[src/hw/rtl/hfr_pkg.sv]
`timescale 1ns / 1ps
// ----------------------------------------------------------------------------
// hfr_pkg: shared types and constants for the ASCII hex frame receiver
// Item kinds, verdict codes, result record and hex digit helpers.
// ----------------------------------------------------------------------------
package hfr_pkg;

  localparam int MAX_CHARS_DEFAULT = 200;
  localparam logic [15:0] TIMEOUT_RESET = 16'd200;

  localparam logic [7:0] START_CHAR = 8'h7E;
  localparam logic [7:0] END_CHAR   = 8'h0D;
  localparam logic [7:0] DIGIT_NINE = 8'h39;
  localparam logic [7:0] DIGIT_ZERO = 8'h30;
  localparam logic [7:0] LETTER_OFS = 8'd9;

  typedef enum logic [1:0] {
    KIND_CHAR = 2'd0,
    KIND_TICK = 2'd1,
    KIND_ARM  = 2'd2
  } kind_t;

  typedef enum logic [1:0] {
    STATUS_OK       = 2'd0,
    STATUS_CHECKSUM = 2'd1,
    STATUS_TOO_LONG = 2'd2,
    STATUS_TIMEOUT  = 2'd3
  } status_t;

  typedef struct packed {
    logic       is_verdict;
    logic [7:0] byte_value;
    logic [6:0] byte_index;
    logic [1:0] status;
    logic [7:0] char_count;
  } result_t;

  // Digit value of one character, full 8 bits (wraps below '0').
  function automatic logic [7:0] nibble_of(input logic [7:0] c);
    if (c <= DIGIT_NINE) begin
      return c - DIGIT_ZERO;
    end
    return {5'd0, c[2:0]} + LETTER_OFS;
  endfunction

  function automatic logic [7:0] hex_pair(input logic [7:0] hi, input logic [7:0] lo);
    logic [7:0] nh;
    nh = nibble_of(hi);
    return {nh[3:0], 4'h0} + nibble_of(lo);
  endfunction

endpackage

[src/hw/rtl/hfr_if.sv]
`timescale 1ns / 1ps
// ----------------------------------------------------------------------------
// hfr_if: channel interfaces of the ASCII hex frame receiver
// Input item stream, result stream and configuration write channel.
// ----------------------------------------------------------------------------
interface hfr_in_if;
  logic       valid;
  logic       ready;
  logic [1:0] kind;
  logic [7:0] rx_char;

  modport source (output valid, output kind, output rx_char, input ready);
  modport sink (input valid, input kind, input rx_char, output ready);
endinterface

interface hfr_out_if;
  logic       valid;
  logic       ready;
  logic       is_verdict;
  logic [7:0] byte_value;
  logic [6:0] byte_index;
  logic [1:0] status;
  logic [7:0] char_count;

  modport source (output valid, output is_verdict, output byte_value, output byte_index,
                  output status, output char_count, input ready);
  modport sink (input valid, input is_verdict, input byte_value, input byte_index,
                input status, input char_count, output ready);
endinterface

interface hfr_cfg_if;
  logic        valid;
  logic        ready;
  logic [15:0] data;

  modport source (output valid, output data, input ready);
  modport sink (input valid, input data, output ready);
endinterface

[src/hw/rtl/ascii_hex_frame_receiver_unit.sv]
`timescale 1ns / 1ps
// ----------------------------------------------------------------------------
// ascii_hex_frame_receiver_unit: ASCII hex serial frame receiver
// Hunts for a framed reply, decodes hex byte pairs and checks the checksum.
// ----------------------------------------------------------------------------
// Usage:
//   chars   - input items: kind (character, millisecond tick, arm) and rx_char.
//   results - result items: a decoded body byte with its index, or a verdict
//             (ok, checksum error, too long, timeout) with the body count.
//   cfg     - write of timeout_ticks; always ready, write only while idle.
// Each item is captured in an input register, decoded by the frame core
// and, when it causes a result, loaded into the result register. One
// item is taken every cycle, bounded only by the result register draining.
// When the result consumer stalls, the result register holds its item and
// the input register holds the next one; chars.ready drops only while both
// are full. Items that cause no result pass through without waiting on the
// consumer only if the result register is free.
// Reset clears the window (not armed, no frame open), empties both registers
// and sets timeout_ticks to 200.
// ----------------------------------------------------------------------------
module ascii_hex_frame_receiver_unit #(
  parameter int MAX_CHARS = hfr_pkg::MAX_CHARS_DEFAULT
) (
  input  logic      clk,
  input  logic      rst,
  hfr_in_if.sink    chars,
  hfr_out_if.source results,
  hfr_cfg_if.sink   cfg
);

  logic             in_valid;
  logic [1:0]       in_kind;
  logic [7:0]       in_char;
  logic [15:0]      timeout_ticks;
  logic             out_free;
  logic             advance;
  logic             res_valid;
  hfr_pkg::result_t res;

  assign advance     = in_valid && out_free;
  assign chars.ready = !in_valid || advance;
  assign cfg.ready   = 1'b1;

  always_ff @(posedge clk) begin
    if (rst) begin
      in_valid <= 1'b0;
    end else if (chars.ready) begin
      in_valid <= chars.valid;
    end
  end

  // hold the payload while the item waits
  always_ff @(posedge clk) begin
    if (chars.ready && chars.valid) begin
      in_kind <= chars.kind;
      in_char <= chars.rx_char;
    end
  end

  always_ff @(posedge clk) begin
    if (rst) begin
      timeout_ticks <= hfr_pkg::TIMEOUT_RESET;
    end else if (cfg.valid) begin
      timeout_ticks <= cfg.data;
    end
  end

  hfr_core #(
    .MAX_CHARS(MAX_CHARS)
  ) u_core (
    .clk          (clk),
    .rst          (rst),
    .step         (advance),
    .kind         (in_kind),
    .rx_char      (in_char),
    .timeout_ticks(timeout_ticks),
    .res_valid    (res_valid),
    .res          (res)
  );

  hfr_out_stage u_out (
    .clk    (clk),
    .rst    (rst),
    .load   (advance && res_valid),
    .res    (res),
    .free   (out_free),
    .results(results)
  );

endmodule

[src/hw/rtl/hfr_core.sv]
`timescale 1ns / 1ps
// ----------------------------------------------------------------------------
// hfr_core: frame state and per-item decode
// Holds the reply window state and works out the result of one item.
// ----------------------------------------------------------------------------
module hfr_core #(
  parameter int MAX_CHARS = hfr_pkg::MAX_CHARS_DEFAULT
) (
  input  logic             clk,
  input  logic             rst,
  input  logic             step,
  input  logic [1:0]       kind,
  input  logic [7:0]       rx_char,
  input  logic [15:0]      timeout_ticks,
  output logic             res_valid,
  output hfr_pkg::result_t res
);

  localparam logic [7:0] MaxCount = 8'(MAX_CHARS);

  logic        armed, armed_next;
  logic        in_frame, in_frame_next;
  logic [15:0] tick_count, tick_count_next;
  logic [7:0]  body_count, body_count_next;
  // sum of body characters that have left the last-four window
  logic [15:0] older_sum, older_sum_next;
  logic [31:0] last_four, last_four_next;
  logic [7:0]  high_char, high_char_next;

  logic [7:0]  count_inc;
  logic [15:0] remote_sum;
  logic [15:0] local_sum;

  assign count_inc  = body_count + 8'd1;
  assign remote_sum = {hfr_pkg::hex_pair(last_four[31:24], last_four[23:16]),
                       hfr_pkg::hex_pair(last_four[15:8], last_four[7:0])};
  assign local_sum  = 16'd0 - older_sum;

  always_comb begin
    armed_next      = armed;
    in_frame_next   = in_frame;
    tick_count_next = tick_count;
    body_count_next = body_count;
    older_sum_next  = older_sum;
    last_four_next  = last_four;
    high_char_next  = high_char;
    res_valid       = 1'b0;
    res             = '0;

    case (kind)
      hfr_pkg::KIND_ARM: begin
        armed_next      = 1'b1;
        in_frame_next   = 1'b0;
        tick_count_next = '0;
        body_count_next = '0;
        older_sum_next  = '0;
        last_four_next  = '0;
        high_char_next  = '0;
      end
      hfr_pkg::KIND_TICK: begin
        if (armed) begin
          if (tick_count >= timeout_ticks) begin
            res_valid      = 1'b1;
            res.is_verdict = 1'b1;
            res.status     = hfr_pkg::STATUS_TIMEOUT;
            res.char_count = body_count;
            armed_next     = 1'b0;
            in_frame_next  = 1'b0;
          end else begin
            tick_count_next = tick_count + 16'd1;
          end
        end
      end
      hfr_pkg::KIND_CHAR: begin
        if (armed) begin
          if (!in_frame) begin
            if (rx_char == hfr_pkg::START_CHAR) begin
              in_frame_next = 1'b1;
            end
          end else if (rx_char == hfr_pkg::END_CHAR) begin
            res_valid      = 1'b1;
            res.is_verdict = 1'b1;
            res.char_count = body_count;
            if (body_count >= 8'd4 && local_sum == remote_sum) begin
              res.status = hfr_pkg::STATUS_OK;
            end else begin
              res.status = hfr_pkg::STATUS_CHECKSUM;
            end
            armed_next    = 1'b0;
            in_frame_next = 1'b0;
          end else begin
            older_sum_next  = older_sum + {8'd0, last_four[31:24]};
            last_four_next  = {last_four[23:0], rx_char};
            body_count_next = count_inc;
            if (count_inc >= MaxCount) begin
              res_valid      = 1'b1;
              res.is_verdict = 1'b1;
              res.status     = hfr_pkg::STATUS_TOO_LONG;
              res.char_count = count_inc;
              armed_next     = 1'b0;
              in_frame_next  = 1'b0;
            end else if (!count_inc[0]) begin
              res_valid      = 1'b1;
              res.byte_value = hfr_pkg::hex_pair(high_char, rx_char);
              res.byte_index = count_inc[7:1] - 7'd1;
            end else begin
              high_char_next = rx_char;
            end
          end
        end
      end
      default: begin
      end
    endcase
  end

  always_ff @(posedge clk) begin
    if (rst) begin
      armed      <= 1'b0;
      in_frame   <= 1'b0;
      tick_count <= '0;
      body_count <= '0;
      older_sum  <= '0;
      last_four  <= '0;
      high_char  <= '0;
    end else if (step) begin
      armed      <= armed_next;
      in_frame   <= in_frame_next;
      tick_count <= tick_count_next;
      body_count <= body_count_next;
      older_sum  <= older_sum_next;
      last_four  <= last_four_next;
      high_char  <= high_char_next;
    end
  end

endmodule

[src/hw/rtl/hfr_out_stage.sv]
`timescale 1ns / 1ps
// ----------------------------------------------------------------------------
// hfr_out_stage: result register
// Holds one result item until the downstream side takes it.
// ----------------------------------------------------------------------------
module hfr_out_stage (
  input  logic             clk,
  input  logic             rst,
  input  logic             load,
  input  hfr_pkg::result_t res,
  output logic             free,
  hfr_out_if.source        results
);

  logic             valid;
  hfr_pkg::result_t data;

  assign free = !valid || results.ready;

  always_ff @(posedge clk) begin
    if (rst) begin
      valid <= 1'b0;
    end else if (load) begin
      valid <= 1'b1;
    end else if (results.ready) begin
      valid <= 1'b0;
    end
  end

  always_ff @(posedge clk) begin
    if (load) begin
      data <= res;
    end
  end

  assign results.valid      = valid;
  assign results.is_verdict = data.is_verdict;
  assign results.byte_value = data.byte_value;
  assign results.byte_index = data.byte_index;
  assign results.status     = data.status;
  assign results.char_count = data.char_count;

endmodule
[src/flat_wrapper.sv]
// flat-port wrapper written by rule: the top's interface ports become plain ports
module ascii_hex_frame_receiver_unit_flat 
#(
  parameter int MAX_CHARS = hfr_pkg::MAX_CHARS_DEFAULT
)
  (clk, rst, chars_valid, chars_kind, chars_rx_char, chars_ready, results_valid, results_is_verdict, results_byte_value, results_byte_index, results_status, results_char_count, results_ready, cfg_valid, cfg_data, cfg_ready);
  hfr_in_if chars_i ();
  hfr_out_if results_i ();
  hfr_cfg_if cfg_i ();
  input  logic clk;
  input  logic rst;
  input wire logic [$bits(chars_i.valid)-1:0] chars_valid;
  input wire logic [$bits(chars_i.kind)-1:0] chars_kind;
  input wire logic [$bits(chars_i.rx_char)-1:0] chars_rx_char;
  output wire logic [$bits(chars_i.ready)-1:0] chars_ready;
  output wire logic [$bits(results_i.valid)-1:0] results_valid;
  output wire logic [$bits(results_i.is_verdict)-1:0] results_is_verdict;
  output wire logic [$bits(results_i.byte_value)-1:0] results_byte_value;
  output wire logic [$bits(results_i.byte_index)-1:0] results_byte_index;
  output wire logic [$bits(results_i.status)-1:0] results_status;
  output wire logic [$bits(results_i.char_count)-1:0] results_char_count;
  input wire logic [$bits(results_i.ready)-1:0] results_ready;
  input wire logic [$bits(cfg_i.valid)-1:0] cfg_valid;
  input wire logic [$bits(cfg_i.data)-1:0] cfg_data;
  output wire logic [$bits(cfg_i.ready)-1:0] cfg_ready;
  assign chars_i.valid = chars_valid;
  assign chars_i.kind = chars_kind;
  assign chars_i.rx_char = chars_rx_char;
  assign chars_ready = chars_i.ready;
  assign results_valid = results_i.valid;
  assign results_is_verdict = results_i.is_verdict;
  assign results_byte_value = results_i.byte_value;
  assign results_byte_index = results_i.byte_index;
  assign results_status = results_i.status;
  assign results_char_count = results_i.char_count;
  assign results_i.ready = results_ready;
  assign cfg_i.valid = cfg_valid;
  assign cfg_i.data = cfg_data;
  assign cfg_ready = cfg_i.ready;
  ascii_hex_frame_receiver_unit #(.MAX_CHARS(MAX_CHARS)) u_core (.clk(clk), .rst(rst), .chars(chars_i), .results(results_i), .cfg(cfg_i));
endmodule
[config.mk]
export PLATFORM = sky130hd
export DESIGN_NAME = ascii_hex_frame_receiver_unit_flat
export DESIGN_NICKNAME = d
export VERILOG_FILES = /design/src/hw/rtl/hfr_pkg.sv /design/src/hw/rtl/hfr_if.sv /design/src/hw/rtl/ascii_hex_frame_receiver_unit.sv /design/src/hw/rtl/hfr_core.sv /design/src/hw/rtl/hfr_out_stage.sv /design/src/flat_wrapper.sv
export SDC_FILE = /design/constraint.sdc
export NUM_CORES = 1
export LEC_CHECK = 0
export BUFFER_PORTS_ARGS = -buffer_cell sky130_fd_sc_hd__buf_4
export CAP_MARGIN = 20
export CORE_MARGIN = 3
export CORE_UTILIZATION = 30
export CTS_BUF_LIST = sky130_fd_sc_hd__clkbuf_4 sky130_fd_sc_hd__clkbuf_8
export DETAILED_ROUTE_END_ITERATION = 10
export PLACE_DENSITY_LB_ADDON = 0.08
export SLEW_MARGIN = 25
export SYNTH_ARGS = -nofsm -noshare
export SYNTH_HDL_FRONTEND = slang
export SYNTH_SLANG_ARGS = --single-unit
[constraint.sdc]
create_clock -name clk -period 5.4 [get_ports clk]
set_input_delay 1.35 -clock clk [delete_from_list [all_inputs] [get_ports clk]]
set_output_delay 1.35 -clock clk [all_outputs]
set_load 0.03 [all_outputs]
==> results.txt, run 1 <==
----------------------------------------------------
[Critical path]
  CP max stage delay ... 480 ps
  Crit-path cells ... ha_1 -> o21bai_1 -> a311o_1 -> nand2_1 -> o21ai_0 -> ha_1 -> fa_1 -> nor4_1 -> a211o_1 -> nand2_1 -> mux2_2 -> a21oi_1 -> a31oi_1
  CP endpoint ... u_core.u_out.results.status[0]$_DFFE_PP_
  Register-to-Register Setup Slack ... 1940 ps
  CP max-delay cell ... sky130_fd_sc_hd__dfxtp_1
  Top cell family by delay on the critical path ... compound AO/OA/AOI/OAI gates
  Arr. time, crit path ... 3640 ps
  R2R Path Start ... u_core.u_core.last_four[16]$_SDFFE_PP0P_
  Critical path required time ... 5580 ps
  Total buffers and inverters traversed by the critical path ... 0
  R2r endpoint ... u_core.u_out.results.status[0]$_DFFE_PP_
  Startpoint of the worst setup timing path ... u_core.u_core.last_four[16]$_SDFFE_PP0P_
  Worst setup path class ... reg2reg
  Maximum net fanout on the critical path ... 8
  Critical path endpoint category ... register
  Cell count of the worst reg-to-reg path ... 13
  Crit path launch type ... register
  Instance count on the critical path ... 13

[Finish]
  Diodes inserted ... 0
  Final-stage net count ... 1026
  Final design utilization ... 0.354
  Highest-count cells in the layout ignoring fill and taps ... sky130_fd_sc_hd__nor2_1 (133), sky130_fd_sc_hd__dfxtp_1 (100), sky130_fd_sc_hd__nand2_1 (69), sky130_fd_sc_hd__ha_1 (64), sky130_fd_sc_hd__buf_4 (64)
  Area growth, synth to finish ... 14.5%
  Layout cells sized above 1 ... 0.122
  Leading cell type in the layout, fill and taps excluded ... sky130_fd_sc_hd__nor2_1

[Yosys]
  Count of cell types in the netlist ... 61
  Post-synthesis cell count ... 886
  Top FF cell, synth ... sky130_fd_sc_hd__dfxtp_1
  Cell accounting for the most synthesized area ... sky130_fd_sc_hd__dfxtp_1
  Ys Warns ... 0
  Post-synth EDFFs ... 36
  Synthesized net count ... 985
  Synthesized-area fraction occupied by ao, oa, aoi and oai cells ... 0.152
  Area of the mapped netlist ... 7880 sq um
  Synth Register Bits ... 136
  Fraction of post-synthesis cell area in the top cell type by area ... 0.254
  Cells taking the most area after synthesis ... sky130_fd_sc_hd__dfxtp_1 (25%), sky130_fd_sc_hd__edfxtp_1 (14%), sky130_fd_sc_hd__ha_1 (10%), sky130_fd_sc_hd__xnor2_1 (7.0%), sky130_fd_sc_hd__nor2_1 (6.3%)
  XOR/XNOR share of the synthesized area ... 0.0856
  Synth Area in Adders ... 0.112
  Average size of a mapped cell ... 8.89 sq um
  Combinational family with the most area after synthesis ... simple AND/OR/NAND/NOR gates
  Share of synthesized flip-flops with an asynchronous set or reset ... 0
  Post-synthesis simple-gate area fraction ... 0.184
  Mux share of post-synthesis cell area ... 0.0273
  Seq/Total Area, Yosys ... 0.391

[Clock network]
  Max clock buf depth ... 2
  TritonCTS Sinks ... roughly 140
  CTS HTree Levels ... 4
  Clock tree from TritonCTS ... yes
  Root buffer selected by CTS ... sky130_fd_sc_hd__clkbuf_8
  Clock edge transition at the registers on the reported setup and hold paths ... 80 ps
  Setup bufs post-CTS ... 0
  Clock latency at the later pin of the worst-skew pair ... 450 ps
  Number of gates resized after CTS ... 0
  CTS Buf Count ... 17
  Number of buffers added to fix hold violations after cts ... 0

[Pwr]
  PD cells ... ~230 nW/um^2
  Worst IR drop on VDD ... 109 uV
  Leakage Power ... 3.55 nW

[Placement]
  Weighted congestion at the end of routability-driven global placement ... approximately 0.76
  Port bufs ... 58
  Setup slack after placement ... 1940 ps
  Hpwl dp ... between 10000 and 15000 um

[Drt]
  Router iterations before antenna repair ... 5
  WL final ... 20000 um
  Routed len/inst ... roughly 16 um
  Vias post-DR ... 6208
  Drt initial violations ... 392
  DRC viols ... 0
  Count of antenna-violating nets left after detailed routing ... 0
  Via-per-instance ratio ... 4.89

[Timing]
  Final hold violations ... 0
  Final critical-path share of the clock period ... 0.641
  Slew at the pin with the worst max-slew slack ... just under 900 ps
  Post-route clock skew ... 18.6 ps
  Post-route setup TNS ... 0 ps
  Crit path setup slack, layout ... 1940 ps
  Final count of pins violating max slew ... 0
  Final count of negative-setup-slack endpoints ... 0
  Setup repair after global routing missed its margin ... false
  Final period demand of the worst path ... 3460 ps
  Worst slew margin ... 0.400
  Top achievable clock speed ... a little under 300 MHz

[Global route]
  Number of global-route vias before repair ... 6182
  First-pass GRT wire length ... approximately 33000 um
  Initial antenna violation count ... 0
  Aggregate global routing overflow ... 0
  Total track usage ... 0.146
  Pin count of the biggest net entering global routing ... 76

[Floorplanning]
  Core Region ... 25500 sq um
  I/O pin total ... 60
  Die boundary height ... 168 um
  Floorplan die width ... 168 um
  Area of the die ... 28200 sq um
  Standard-cell row count ... 58
  Starting density of the core ... 0.309

[Hold path]
  Worst hold path class ... reg2reg

[Run]
  Max Cap Violations ... 0

[Run status]
  Run status ... finished clean

----------------------------------------------------
## synth_stat cells (all sizes together) (3+ instances only)
| master | count |
|---|---|
| or3 | 7 |
| o211ai | 8 |
| nor2b | 3 |
| ha | 64 |
| o2111ai | 3 |
| a41oi | 6 |
| xor2 | 14 |
| nor2 | 133 |
| and2 | 5 |
| nor4 | 13 |
| nand2 | 70 |
| and3 | 8 |
| a31oi | 6 |
| a21boi | 3 |
| inv | 51 |
| a2bb2oi | 4 |
| buf | 12 |
| nand2b | 5 |
| o21bai | 5 |
| mux2 | 4 |
| o21ai | 29 |
| fa | 4 |
| nand3 | 33 |
| or2 | 4 |
| xnor2 | 63 |
| o21a | 5 |
| edfxtp | 36 |
| dfxtp | 100 |
| nand4 | 6 |
| mux2i | 17 |
| a22oi | 46 |
| nor3 | 20 |
| clkbuf | 30 |
| a21o | 9 |
| a211oi | 4 |
| a21oi | 34 |
## routing by layer
| layer | share of wire | vias up | track usage | wire [um] |
|---|---|---|---|---|
| met2 | 0.42 | 96 | 0.212 | 8300 |
| met5 | 0 | - | 0 | 0 |
| met3 | 0.030 | 18 | 0.0237 | 597 |
| met1 | 0.54 | 2901 | 0.223 | 10900 |
| li1 | - | 3193 | - | - |
| met4 | 0.013 | 0 | 0.0388 | 256 |
## tightest hold or removal path: cells and delay by family (launching register included)
family / cells / cell delay (ps)
flip-flops: 1 / 320
AO/OA/AOI/OAI: 2 / 130
## flip-flops by register name, summed over array words and instances, names as in the netlist, 2 cells and up
name,count
u_core.in_char,8
u_core.in_kind,2
u_core.timeout_ticks,16
u_core.u_core.body_count,8
u_core.u_core.high_char,8
u_core.u_core.last_four,32
u_core.u_core.older_sum,16
u_core.u_core.tick_count,16
u_core.u_out.results.byte_index,7
u_core.u_out.results.byte_value,8
u_core.u_out.results.char_count,8
u_core.u_out.results.status,2
## per-stage QoR
stage	hold slack, ps	cell area (sq um)	std cells	power, mW
floorplan	458	7880	886	1.16
global placement	478	8610	1238	1.20
detailed placement	481	8610	1238	1.20
CTS	494	9020	1270	2.12
global route	527	9030	1270	2.18
finish	496	9030	1270	2.07
## cell type report
| type | count | area (sq um) |
|---|---|---|
| clock inverters | 14 | 171 |
| flip-flops and latches | 136 | 3080 |
| multi-input cells | 657 | 4450 |
| fillers | 2671 | 16400 |
| inverters | 51 | 191 |
| repair buffers | 64 | 480 |
| well taps | 330 | 413 |
| clock buffers | 18 | 241 |
## report_power, final
| group | total (mW) | leakage, nW | switching, mW | internal (mW) |
|---|---|---|---|---|
| clock | 0.902 | 0.199 | 0.436 | 0.466 |
| sequential | 1.07 | 1.18 | 0.0143 | 1.05 |
| combinational | 0.102 | 2.17 | 0.0599 | 0.0420 |
## worst min-delay path by stage
stage / start / end / slack (ps) / cells past startpoint
global placement: u_core.timeout_ticks[1]$_SDFFE_PP0P_ / u_core.timeout_ticks[1]$_SDFFE_PP0P_ / 480 / 2
CTS: u_core.u_core.older_sum[11]$_SDFFE_PP0P_ / u_core.u_core.older_sum[11]$_SDFFE_PP0P_ / 490 / 2
floorplan: u_core.u_core.older_sum[11]$_SDFFE_PP0P_ / u_core.u_core.older_sum[11]$_SDFFE_PP0P_ / 460 / 2
finish: u_core.u_core.older_sum[11]$_SDFFE_PP0P_ / u_core.u_core.older_sum[11]$_SDFFE_PP0P_ / 500 / 2
detailed placement: u_core.u_core.older_sum[11]$_SDFFE_PP0P_ / u_core.u_core.older_sum[11]$_SDFFE_PP0P_ / 480 / 2
global route: u_core.timeout_ticks[3]$_SDFFE_PP1P_ / u_core.timeout_ticks[3]$_SDFFE_PP1P_ / 530 / 2
## cell families (layout without fill, tap and decap cells)
logic type               after synthesis  in the layout
adder cells (fa/ha/maj)               68             68
AO/OA/AOI/OAI                        174            174
AND/OR/NAND/NOR                      316            316
XOR/XNOR                              77             77
flip-flops                           136            136
buffers and inverters                 93            147
other                                  1              1
multiplexers                          21             21
Note: power is estimated with default switching activity, not from simulation.
==> run 2: changes to the inputs <==
==> constraint.sdc (replaced) <==
create_clock -name clk -period 3.05 [get_ports clk]
set_input_delay 0.7625 -clock clk [delete_from_list [all_inputs] [get_ports clk]]
set_output_delay 0.7625 -clock clk [all_outputs]
set_load 0.03 [all_outputs]
==> run 2 against run 1 <==
Effect of this change: the run now ends with negative setup slack left; hold slack got worse by 25 ps; sequential share of layout area fell by 2.1 points; maximum frequency rose by 13%; power rose by 75%; critical endpoint unchanged; sequential power rose by 77%; clock power rose by 70%; sequential cell count did not move; register-to-register slack got worse by 1900 ps; final cell count rose by 5.5%.
==> results.txt, run 2 (same netlist as run 1, synthesis figures left out) <==
----------------------------------------------------
[Drt]
  Router iterations before antenna repair ... 4
  Routed len/inst ... 15.7 um
  Vias post-DR ... 6496
  Drt initial violations ... ~310
  WL final ... 21000 um
  DRC viols ... 0
  Routed length on met3 ... 693 um
  Via-per-instance ratio ... 4.85
  Met2 wire len ... between 8000 and 9000 um
  Metal-1 WL ... roughly 11000 um
  Uppermost layer routed ... met4
  Count of antenna-violating nets left after detailed routing ... 0

[Global route]
  First-pass GRT wire length ... 34000 um
  Number of global-route vias before repair ... 6304
  Total track usage ... 0.151
  Pin count of the biggest net entering global routing ... 76
  Initial antenna violation count ... 0
  Aggregate global routing overflow ... 0

[Finish]
  Multi-input logic area ... 4500 sq um
  Diodes inserted ... 0
  Final-stage net count ... around 1100
  Area taken by flip-flops and latches ... 3090 sq um
  Largest register FFs ... 32
  Layout cells sized above 1 ... 0.200
  Highest-count cells in the layout ignoring fill and taps ... sky130_fd_sc_hd__nor2_1 (132), sky130_fd_sc_hd__buf_4 (131), sky130_fd_sc_hd__dfxtp_1 (94), sky130_fd_sc_hd__nand2_1 (68)
  Area growth, synth to finish ... 22.3%
  Register bank with the most flops ... u_core.u_core.last_four
  Final design utilization ... 0.378
  Number of filler instances in the final layout ... 2611
  Leading cell type in the layout, fill and taps excluded ... sky130_fd_sc_hd__nor2_1
  Post-route design area ... 9640 sq um

[Pwr]
  Part of the power in the clock network ... 0.422
  Switching portion of total power ... 0.252
  PD cells ... 376 nW/um^2
  Sequential Power Share ... 0.521
  Net switching power figure ... 0.911 mW
  Leakage Power ... 3.93 nW
  Cell-internal power ... ~2.7 mW
  Combinational power share ... 0.057
  Worst IR drop on VDD ... 214 uV
  Design Power ... 3.62 mW

[Floorplanning]
  Die boundary height ... 168 um
  I/O pin total ... 60
  Floorplan die width ... 168 um
  Area of the die ... 28200 sq um
  Starting density of the core ... 0.309
  Standard-cell row count ... 58
  Core Region ... 25500 sq um

[Placement]
  Port bufs ... 58
  Placed Instance Area ... 9210 sq um
  Hpwl dp ... between 15000 and 20000 um
  Weighted congestion at the end of routability-driven global placement ... slightly below 0.8

[Timing]
  Post-route setup TNS ... -2.89 ps
  Post-route clock skew ... 27.6 ps
  Slew at the pin with the worst max-slew slack ... approximately 900 ps
  Crit path setup slack, layout ... -2.89 ps
  Final count of pins violating max slew ... 0
  Setup repair after global routing missed its margin ... true
  Hold Slack ... between 400 and 500 ps
  Final critical-path share of the clock period ... 1.00
  Final count of negative-setup-slack endpoints ... 1
  Worst slew margin ... 0.386
  Final period demand of the worst path ... just over 3000 ps
  Final hold violations ... 0
  Top achievable clock speed ... 328 MHz

[Clock network]
  Clock latency at the later pin of the worst-skew pair ... 460 ps
  Clock tree from TritonCTS ... yes
  CTS HTree Levels ... 4
  Max clock buf depth ... 2
  Setup bufs post-CTS ... 0
  Root buffer selected by CTS ... sky130_fd_sc_hd__clkbuf_8
  CTS Buf Count ... 17
  TritonCTS Sinks ... 136
  Clock edge transition at the registers on the reported setup and hold paths ... 100 ps

[Critical path]
  Maximum net fanout on the critical path ... 4
  Worst setup path class ... reg2reg
  CP max-delay cell ... sky130_fd_sc_hd__dfxtp_2
  CP max stage delay ... 340 ps
  Cell count of the worst reg-to-reg path ... 17
  Crit-path cells ... inv_1 -> ha_1 -> nor2_1 -> o2111ai_1 -> nand2_1 -> nand2_1 -> o21ai_0 -> buf_4 -> ha_1 -> a21o_1 -> a21oi_1 -> xor2_1 -> xnor2_1 -> xnor2_1 -> xnor2_1 -> nor4_2 -> a31oi_1
  Critical path required time ... 3240 ps
  Arr. time, crit path ... 3240 ps
  Critical Path Most Common Cell ... sky130_fd_sc_hd__xnor2_1
  Register-to-Register Setup Slack ... -3 ps
  Crit path launch type ... register
  R2r endpoint ... u_core.u_out.results.status[0]$_DFFE_PP_
  R2R Path Start ... u_core.u_core.last_four[8]$_SDFFE_PP0P_
  Critical path endpoint category ... register

[Run status]
  Failing checks ... negative setup slack
  Run status ... complete, but fails checks

[Hold path]
  Worst Hold Endpoint ... u_core.in_char[2]$_DFFE_PP_
  Number of cells on the worst hold path ... 1
  Hold_sp ... chars_rx_char[2]
  Worst hold path class ... in2reg

[Run]
  Max Cap Violations ... 0

----------------------------------------------------
run 2: critical path: cells and delay by family (launching register included):
family          cells  cell delay (ps)
compound gates      5              680
xor+xnor            4              610
simple gates        4              520
fa+ha+maj           2              430
flops               1              340
buf+inv             2              220
run 2: repair_timing:
action,CTS,global route
hold buffers,0,0
gates cloned,0,0
pin swaps,2,2
endpoints found under the setup margin,1,1
resized for setup,6,2
run 2: power groups by stage:
stage / combinational (mW) / sequential (mW) / clock, mW
6_report: 0.205 / 1.89 / 1.53
5_1_grt: 0.231 / 1.89 / 1.67
4_1_cts: 0.209 / 1.89 / 1.58
3_5_place_dp: 0.208 / 1.93 / 0
3_3_place_gp: 0.208 / 1.93 / 0
2_1_floorplan: 0.128 / 1.92 / 0
run 2: area by class of cell:
class,instances,area share
multi-input cells,657,0.467
flip-flops and latches,136,0.321
repair buffers,134,0.108
well taps,330,0.0428
clock buffers,19,0.0258
inverters,51,0.0199
clock inverters,13,0.0153
run 2: per-layer routing:
layer / global-route usage / vias to the layer above
met1: 0.223 / 3058
met5: 0 / -
met2: 0.223 / 95
li1: - / 3330
met4: 0.0409 / 0
met3: 0.0310 / 13
run 2: through the flow:
stage	setup slack [ps]	std cells
after floorplan	3.48	886
after global placement	-102	1308
after detailed placement	-165	1308
after CTS	-44.2	1340
after global routing	-218	1340
final	-2.89	1340
run 2: worst max path at each step:
stage | slack (ps) | start | to
3_5_place_dp | -160 | u_core.u_core.last_four[0]$_SDFFE_PP0P_ | u_core.u_out.results.status[0]$_DFFE_PP_
6_report | -3 | u_core.u_core.last_four[8]$_SDFFE_PP0P_ | u_core.u_out.results.status[0]$_DFFE_PP_
4_1_cts | -40 | u_core.u_core.last_four[8]$_SDFFE_PP0P_ | u_core.u_out.results.status[0]$_DFFE_PP_
5_1_grt | -220 | u_core.u_core.last_four[9]$_SDFFE_PP0P_ | u_core.u_out.results.status[0]$_DFFE_PP_
3_3_place_gp | -100 | u_core.u_core.last_four[0]$_SDFFE_PP0P_ | u_core.u_out.results.status[0]$_DFFE_PP_
2_1_floorplan | 3 | u_core.u_core.last_four[25]$_SDFFE_PP0P_ | u_core.u_out.results.status[0]$_DFFE_PP_
